## config.mk

```make
export PLATFORM = sky130hd
export DESIGN_NAME = psu_predict
export DESIGN_NICKNAME = d
export VERILOG_FILES = /design/src/sv/psu_pkg.sv /design/src/sv/psu_predict.sv
export SDC_FILE = /design/constraint.sdc
export NUM_CORES = 1
export LEC_CHECK = 0
export BUFFER_PORTS_ARGS = -buffer_cell sky130_fd_sc_hd__buf_4
export CORE_MARGIN = 4
export CORE_UTILIZATION = 45
export DETAILED_ROUTE_END_ITERATION = 7
export MAX_ROUTING_LAYER = met4
export SYNTH_ARGS = -nofsm -noshare
export SYNTH_HDL_FRONTEND = slang
export SYNTH_SLANG_ARGS = --single-unit
```

## constraint.sdc

```tcl
create_clock -name vclk -period 9.63
set_input_delay 0 -clock vclk [all_inputs]
set_output_delay 0 -clock vclk [all_outputs]
set_load 0.1 [all_outputs]
```

## src/sv/psu_pkg.sv

```systemverilog
// shared types and constants of the png scanline unfilter
// no dependencies; imported by psu_if, psu_predict, png_scanline_unfilter and psu_checker

package psu_pkg;

   // filter codes of a png row; codes of five and above are stored as none
   typedef enum logic [2:0] {
      FILT_NONE  = 3'd0,
      FILT_SUB   = 3'd1,
      FILT_UP    = 3'd2,
      FILT_AVG   = 3'd3,
      FILT_PAETH = 3'd4
   } psu_filter_type;

   localparam logic [7:0] FILT_CODE_LIMIT = 8'd5;

   // configuration register indexes
   localparam logic [1:0] REG_ROW_PIXELS = 2'd0;
   localparam logic [1:0] REG_ROW_COUNT  = 2'd1;
   localparam logic [1:0] REG_HAS_ALPHA  = 2'd2;

   localparam int CSR_IW = 2;
   localparam int CSR_DW = 13;

   // channel codes
   localparam logic [1:0] CH_RED   = 2'd0;
   localparam logic [1:0] CH_BLUE  = 2'd2;
   localparam logic [1:0] CH_ALPHA = 2'd3;

   localparam logic [7:0] ALPHA_OPAQUE = 8'd255;

   // one queued result; alpha_follow marks a blue byte that expands into blue + alpha
   typedef struct packed {
      logic [7:0]  pixel_value;
      logic [1:0]  channel;
      logic [11:0] column;
      logic [11:0] out_row;
      logic        row_done;
      logic        image_done;
      logic        alpha_follow;
   } psu_result_type;

endpackage

```

## src/sv/psu_predict.sv

```systemverilog
// png byte reconstruction: none, sub, up, average and paeth predictors
// depends on psu_pkg for the filter codes

module psu_predict import psu_pkg::*; (
   input  psu_filter_type filter_kind,
   input  logic [7:0]     x,
   input  logic [7:0]     a,
   input  logic [7:0]     b,
   input  logic [7:0]     c,
   output logic [7:0]     v
);

   function automatic logic [8:0] abs10(input logic signed [9:0] d);
      logic signed [9:0] m;
      m = (d < 0) ? -d : d;
      return m[8:0];
   endfunction

   logic signed [9:0] diff_a;
   logic signed [9:0] diff_b;
   logic signed [9:0] diff_c;
   logic [8:0]        dist_a;
   logic [8:0]        dist_b;
   logic [8:0]        dist_c;
   logic [8:0]        avg_sum;
   logic [7:0]        paeth;

   always_comb begin
      // distances of the estimate a + b - c to a, b and c
      diff_a = $signed({2'b00, b}) - $signed({2'b00, c});
      diff_b = $signed({2'b00, a}) - $signed({2'b00, c});
      diff_c = $signed({2'b00, a}) + $signed({2'b00, b}) - $signed({1'b0, c, 1'b0});
      dist_a = abs10(diff_a);
      dist_b = abs10(diff_b);
      dist_c = abs10(diff_c);

      if (dist_a <= dist_b && dist_a <= dist_c) begin
         paeth = a;
      end else if (dist_b <= dist_c) begin
         paeth = b;
      end else begin
         paeth = c;
      end

      avg_sum = {1'b0, a} + {1'b0, b};

      case (filter_kind)
         FILT_SUB:   v = x + a;
         FILT_UP:    v = x + b;
         FILT_AVG:   v = x + avg_sum[8:1];
         FILT_PAETH: v = x + paeth;
         default:    v = x;
      endcase
   end

endmodule

```

==> out/qor.yml, run 1 <==
grt_max_degree: 18
period_minus_slack_ns: 7.199
nets: 594
crit_path_top_delay_cell: "o21ai_1"
synth_xor_area_share_pct: 13.10
syn2layout_area_growth_pct: 12.84
max_freq_mhz: 138.9
grt_busiest_layer: "met2"
worstHoldPathType: "in2out"
whs_endpoint: "v[7]"
grt_pass1_vias: 3148
cts-resized-gates: 0
worst_pin_slew_ns: 0.9933
path_buf_inv: 4
cp-end-kind: "primary output"
synth_top_family_by_area: "adder cells"
hold_path_depth: 3
muxShareOfSynthArea_pct: 2.069
finalNonFillerCells: 577
start_kind: "input pin"
ant_nets: 0
yosysTopAreaCell: "ha_1"
design.seq.count: 0
core_um2: 6907
postSynthCellCount: 444
wl_per_cell_um: 15.41
fin_crit_sh_pct: 74.76
final_area_um2: 3685
track_usage_pct: 21.28
io_pins: 43
required_ns: 9.63
vias_per_cell: 5.549
die_area_um2: 8683
dp_hpwl_mm: 7.921
maxSlewViolCount: 0
hp-start: "x[7]"
synth_commonest_cells: "ha_1 (65), inv_1 (54), nor2_1 (38)"
worst_path_largest_cell_delay_ns: 0.68
crit_top_cell: "a21oi_1"
via_count: 3202
antenna_found_initial: 0
die_y_um: 93.19
syn_nets: 555
placed_area_um2: 3685
path_max_fanout: 11
synth.avg_cell_area_um2: 7.355
use_met2_pct: 37.37
hold_violations: 0
power.density_nw_per_um2: 180.5
port_buffers: 43
drc: 0
drt-pass1-iter-count: 5
cp_data_arrival_time_ns: 7.20
clkbuf_count: 0
leakage_nw: 1.798
synth_fa_ha_area_share_pct: 32.34
die_w_um: 93.19
syn-cell-area_um2: 3266
status: "finished, final reports clean"
drtIter0Drc: 169
yosysWarningCount: 0
rows: 30
dp_cells: 577
setup_viol: 0
cp_top_family: "compound AO/OA/AOI/OAI gates"
drive_gt1_share_pct: 12.89
vdd_drop_max_v: 0.0001301
drv_cap: 0
synthTopCellsByArea: "ha_1 (25%), xnor2_1 (8.3%), fa_1 (6.7%)"
start_util_pct: 47.28
grt_overflow_total: 0
netlist.area_leader.share_pct: 24.90
grt_first_pass_wirelength_mm: 14.85
rsz0062_at_grt: "false"
slew_headroom_pct: 33.56
regArea_um2: 0
post-cts-setup-buffer-count: 0
wirelength_mm: 8.890
finalSetupTns_ns: 0
synth_cell_types: 61
gr-usage-met3_pct: 0.08045
yosysSeqAreaShare_pct: 0
path_class: "in2out"
hold_buffers: 0
met1_usage_pct: 29.17
globalplace.congestion: 0.9612
yosysMostFrequentCell: "ha_1"
synth_compound_area_share_pct: 27.78
synth-simple-area-share_pct: 17.78
antenna_cells: 0
## cell families (layout without fill, tap and decap cells)
kind of cell             count (synthesis)  after routing
AO/OA/AOI/OAI                          138            138
multiplexers                             5              5
AND/OR/NAND/NOR                        115            115
buffers and inverters                   60             97
XOR/XNOR                                48             48
adder cells (fa/ha/maj)                 78             78
## routing by layer
metal  routed length, um  part of all wire, %
met1                4327                   49
met2                4259                   48
met3                 259                  2.9
met4                  44                 0.49
met5                   0                    0
## where the power goes
group	internal [W]	leakage, nW	switching [W]
Clock	0	0	0
Sequential	0	0	0
Combinational	0.000266	1.80	0.000400
## layout make-up
cell class                      count  area [um^2]
Fill cell                         729         3222
Inverter                           54        202.7
Multi-Input combinational cell    384         3039
Tap cell                           96        120.1
Timing Repair Buffer               43        322.8
## cell usage in the layout, fill, tap and decap left out, types with 3 or more instances in the layout
cell | synthesis | routed
o22ai_1 | 9 | 9
nor2_1 | 38 | 38
o21ai_1 | 9 | 9
xnor2_1 | 31 | 31
o21ai_0 | 24 | 24
a31oi_1 | 3 | 3
inv_1 | 54 | 54
a211oi_1 | 4 | 4
nand2b_1 | 6 | 6
a21oi_1 | 34 | 34
nand3_1 | 11 | 11
nand2_1 | 22 | 22
fa_1 | 11 | 11
ha_1 | 65 | 65
buf_4 | 0 | 43
a21o_1 | 15 | 15
xor2_1 | 16 | 16
o21bai_1 | 8 | 8
mux2_2 | 4 | 4
nor2b_1 | 8 | 8
o21a_1 | 9 | 9
nor3_1 | 7 | 7
## how the worst max path moves through the flow
| stage | endpoint | from | cells after the start |
|---|---|---|---|
| after floorplan | v[6] | a[6] | 30 |
| after global placement | v[7] | a[4] | 34 |
| after detailed placement | v[7] | a[4] | 34 |
| after CTS | v[7] | a[4] | 34 |
| after global routing | v[7] | a[4] | 34 |
| final | v[7] | a[4] | 34 |
## per-stage QoR
step / setup slack [ns] / util (%) / hold slack, ns / total power (W)
after detailed placement: 2.442 / 53.35 / 0.3739 / 0.0006610
after CTS: 2.411 / 53.35 / 0.3750 / 0.0006652
final: 2.431 / 53.35 / 0.3731 / 0.0006651
after global routing: 1.802 / 53.35 / 0.3794 / 0.0007404
after floorplan: 2.329 / - / 0.4712 / 0.0005206
after global placement: 2.564 / 53.35 / 0.3679 / 0.0006527
No activity file was read; power rests on OpenSTA's default activity.
==> inputs of run 2 (changes only) <==
==> constraint.sdc (replaced) <==
create_clock -name vclk -period 7.4
set_input_delay 0 -clock vclk [all_inputs]
set_output_delay 0 -clock vclk [all_outputs]
set_load 0.1 [all_outputs]
==> out/qor.yml, run 2 (synthesis results as in run 1) <==
status: "finished, final reports clean"
period_minus_slack_ns: 6.758
rsz0062_at_grt: "false"
grt_pass1_vias: 3119
fin_crit_sh_pct: 91.33
leakage_nw: 1.805
worst_path_largest_cell_delay_ns: 0.41
worst_pin_slew_ns: 0.9322
place_ws_ns: 0.5048
setup_viol: 0
ant_nets: 0
final_cell_mix: "ha_1 (65), inv_1 (54), buf_4 (44), nor2_1 (38), a21oi_1 (34)"
hold_slack_ns: 0.3646
power.density_nw_per_um2: 233.8
antenna_found_initial: 0
grt_overflow_total: 0
dp_hpwl_mm: 7.791
die_area_um2: 8683
clkbuf_count: 0
hp-start: "x[7]"
crit_top_cell: "a21o_1"
finalSetupTns_ns: 0
hold_buffers: 0
maxSlewViolCount: 0
wirelength_mm: 8.706
die_w_um: 93.19
antenna_cells: 0
port_buffers: 43
vdd_drop_max_v: 0.0001643
fin_util_pct: 53.51
cp_data_arrival_time_ns: 6.76
grt_first_pass_wirelength_mm: 14.83
max_freq_mhz: 148.0
via_count: 3173
worstHoldPathType: "in2out"
final_common_cell: "ha_1"
slew_headroom_pct: 37.64
start_kind: "input pin"
required_ns: 7.40
drive_gt1_share_pct: 13.28
rows: 30
grt_max_degree: 18
nets: 595
cp-end-kind: "primary output"
core_um2: 6907
routedLengthMet1_mm: 4.391
finalPower_w: 0.0008640
dr_wl_met2_mm: 4.011
syn2layout_area_growth_pct: 13.18
wl_per_cell_um: 15.06
globalplace.congestion: 0.9393
hold_violations: 0
path_class: "in2out"
die_y_um: 93.19
io_pins: 43
track_usage_pct: 21.15
path_max_fanout: 8
drv_cap: 0
design.seq.count: 0
regArea_um2: 0
met3RoutedLength_um: 210
drc: 0
worst_slack_ns: 0.6417
start_util_pct: 47.28
drtIter0Drc: 85
vias_per_cell: 5.490
crit_path_top_delay_cell: "fa_1"
routed.top_layer: "met4"
drt-pass1-iter-count: 4
critical_path.startpoint: "b[0]"
-- run 2: worst max-delay path: cells and delay by family --
kind                       cells  cell delay (ns)
adders and majority gates      4             1.19
AOI/OAI and AO/OA             21             3.98
xor gates and xnor gates       1             0.14
and+or+nand+nor                3             0.50
buffers and inverters          4             0.59
muxes                          1             0.33
-- run 2: metrics by stage --
step           std cells  cell area [um^2]
6_report             578              3696
5_1_grt              578              3696
4_1_cts              578              3692
3_5_place_dp         578              3692
3_3_place_gp         578              3692
2_1_floorplan        444              3266
-- run 2: path summary, 6_finish.rpt --
check | to | slack, ns | depth (start not counted)
max | v[7] | 0.64 | 34
min | v[7] | 0.36 | 3
-- run 2: area by class of cell --
type                            instances  area (um^2)
Fill cell                             679         3211
Inverter                               54        202.7
Multi-Input combinational cell        384         3043
Tap cell                               96        120.1
Timing Repair Buffer                   44        330.3
-- run 2: what timing repair did --
| item | CTS | global route |
|---|---|---|
| endpoints found under the setup margin | 0 | 1 |
| resized for setup | 0 | 1 |
| setup buffers | 0 | 0 |
-- run 2: layer usage --
layer	track usage (%)	up-vias
li1	-	1660
met5	-	-
met3	0.3218	8
met1	29.96	1458
met2	35.33	47
met4	1.832	0
-- run 2: where the power goes --
group / switching [W] / internal (W) / leakage (nW)
combinational: 0.000517 / 0.000347 / 1.81
clock: 0 / 0 / 0
sequential: 0 / 0 / 0
==> inputs of run 3 (changes only) <==
--- a/config.mk
+++ b/config.mk
@@ -10,6 +10,8 @@
 export CORE_UTILIZATION = 45
 export DETAILED_ROUTE_END_ITERATION = 7
 export MAX_ROUTING_LAYER = met4
+export PLACE_DENSITY_LB_ADDON = 0.12
+export SETUP_SLACK_MARGIN = 0.3
 export SYNTH_ARGS = -nofsm -noshare
 export SYNTH_HDL_FRONTEND = slang
 export SYNTH_SLANG_ARGS = --single-unit
==> constraint.sdc (replaced) <==
create_clock -name vclk -period 7.4
set_input_delay 0 -clock vclk [all_inputs]
set_output_delay 0 -clock vclk [all_outputs]
set_load 0.005 [all_outputs]
==> out/qor.yml, run 3 (synthesis results as in run 1) <==
status: "finished, final reports clean"
fillers: 707
core_um2: 6907
worst_path_largest_cell_delay_ns: 0.39
required_ns: 7.40
clkbuf_count: 0
fin_crit_sh_pct: 88.94
antenna_cells: 0
die_y_um: 93.19
crit_top_cell: "a21o_1"
worst_slack_ns: 0.8181
period_minus_slack_ns: 6.582
path_class: "in2out"
p_int_w: 0.0003493
place_ws_ns: 0.7106
switchingPower_w: 0.0004143
vias_per_cell: 5.500
drive_gt1_share_pct: 13.69
seq_power_share_pct: 0
worstHoldPathType: "in2out"
track_usage_pct: 20.37
drc: 0
path_max_fanout: 11
whs_endpoint: "v[7]"
design.seq.count: 0
start_util_pct: 47.28
nets: 595
cts-resized-gates: 0
rows: 30
drt-pass1-iter-count: 5
cp_top_family: "compound AO/OA/AOI/OAI gates"
rsz0062_at_grt: "false"
maxSlewViolCount: 0
grt_overflow_total: 0
port_buffers: 43
final_common_cell: "ha_1"
die_w_um: 93.19
globalplace.congestion: 0.9440
hold_path_depth: 3
cp_data_arrival_time_ns: 6.58
vdd_drop_max_v: 0.00008768
post-cts-setup-buffer-count: 0
io_pins: 43
drtIter0Drc: 110
syn2layout_area_growth_pct: 13.45
swShare_pct: 54.25
hp-start: "x[7]"
finalPower_w: 0.0007636
hold_violations: 0
dp_cells: 578
grt_pass1_vias: 3052
slew_headroom_pct: 36.35
start_kind: "input pin"
wl_per_cell_um: 14.85
drv_cap: 0
cp-end-kind: "primary output"
finalSetupTns_ns: 0
crit_path_top_delay_cell: "fa_1"
wirelength_mm: 8.585
max_freq_mhz: 151.9
path_buf_inv: 5
clkPwrFrac_pct: 0
combPwrFrac_pct: 100.0
dp_hpwl_mm: 7.687
via_count: 3179
leakage_nw: 1.806
ant_nets: 0
finalNonFillerCells: 578
final_cell_mix: "ha_1 (65), inv_1 (54), buf_4 (44), nor2_1 (38), a21oi_1 (33)"
grt_max_degree: 18
grt_first_pass_wirelength_mm: 14.32
power.density_nw_per_um2: 206.1
antenna_found_initial: 0
regArea_um2: 0
setup_viol: 0
die_area_um2: 8683
worst_pin_slew_ns: 0.9515
hold_buffers: 0
run 3: cell counts in the layout (fill, tap and decap cells not counted):
No cell type changed its count.
run 3: per-layer routing:
| metal | track usage (%) | vias up | part of all wire, % |
|---|---|---|---|
| met2 | 35.45 | 63 | 48 |
| met1 | 28.15 | 1454 | 48 |
| met3 | 0 | 6 | 2.7 |
| met5 | - | - | 0 |
| li1 | - | 1656 | - |
| met4 | 1.099 | 0 | 0.76 |
run 3: power groups by stage:
| stage | Sequential [W] | Clock (W) | Combinational (W) |
|---|---|---|---|
| floorplan | 0 | 0 | 0.000575 |
| global placement | 0 | 0 | 0.000741 |
| detailed placement | 0 | 0 | 0.000752 |
| CTS | 0 | 0 | 0.000758 |
| global route | 0 | 0 | 0.000867 |
| finish | 0 | 0 | 0.000764 |
run 3: how the worst max path moves through the flow:
stage,cells past startpoint,end,start,slack [ns]
floorplan,31,v[7],a[6],1.52
global placement,32,v[7],a[6],0.74
detailed placement,35,v[7],a[4],0.71
CTS,35,v[7],a[4],0.70
global route,36,v[7],a[6],0.31
finish,35,v[7],b[0],0.82
run 3: layout make-up:
type | count | area (um^2) | area share [%]
inverter | 54 | 202.7 | 5.471
multi-input combinational | 384 | 3052 | 82.37
tap | 96 | 120.1 | 3.242
timing repair buffer | 44 | 330.3 | 8.916
run 3: metrics by stage:
step | cell area (um^2) | hold WS, ns | utilization [%]
floorplan | 3266 | 0.05995 | -
global placement | 3692 | 0.2663 | 53.46
detailed placement | 3692 | 0.2732 | 53.46
CTS | 3692 | 0.2734 | 53.46
global route | 3705 | 0.2835 | 53.64
finish | 3705 | 0.2697 | 53.64
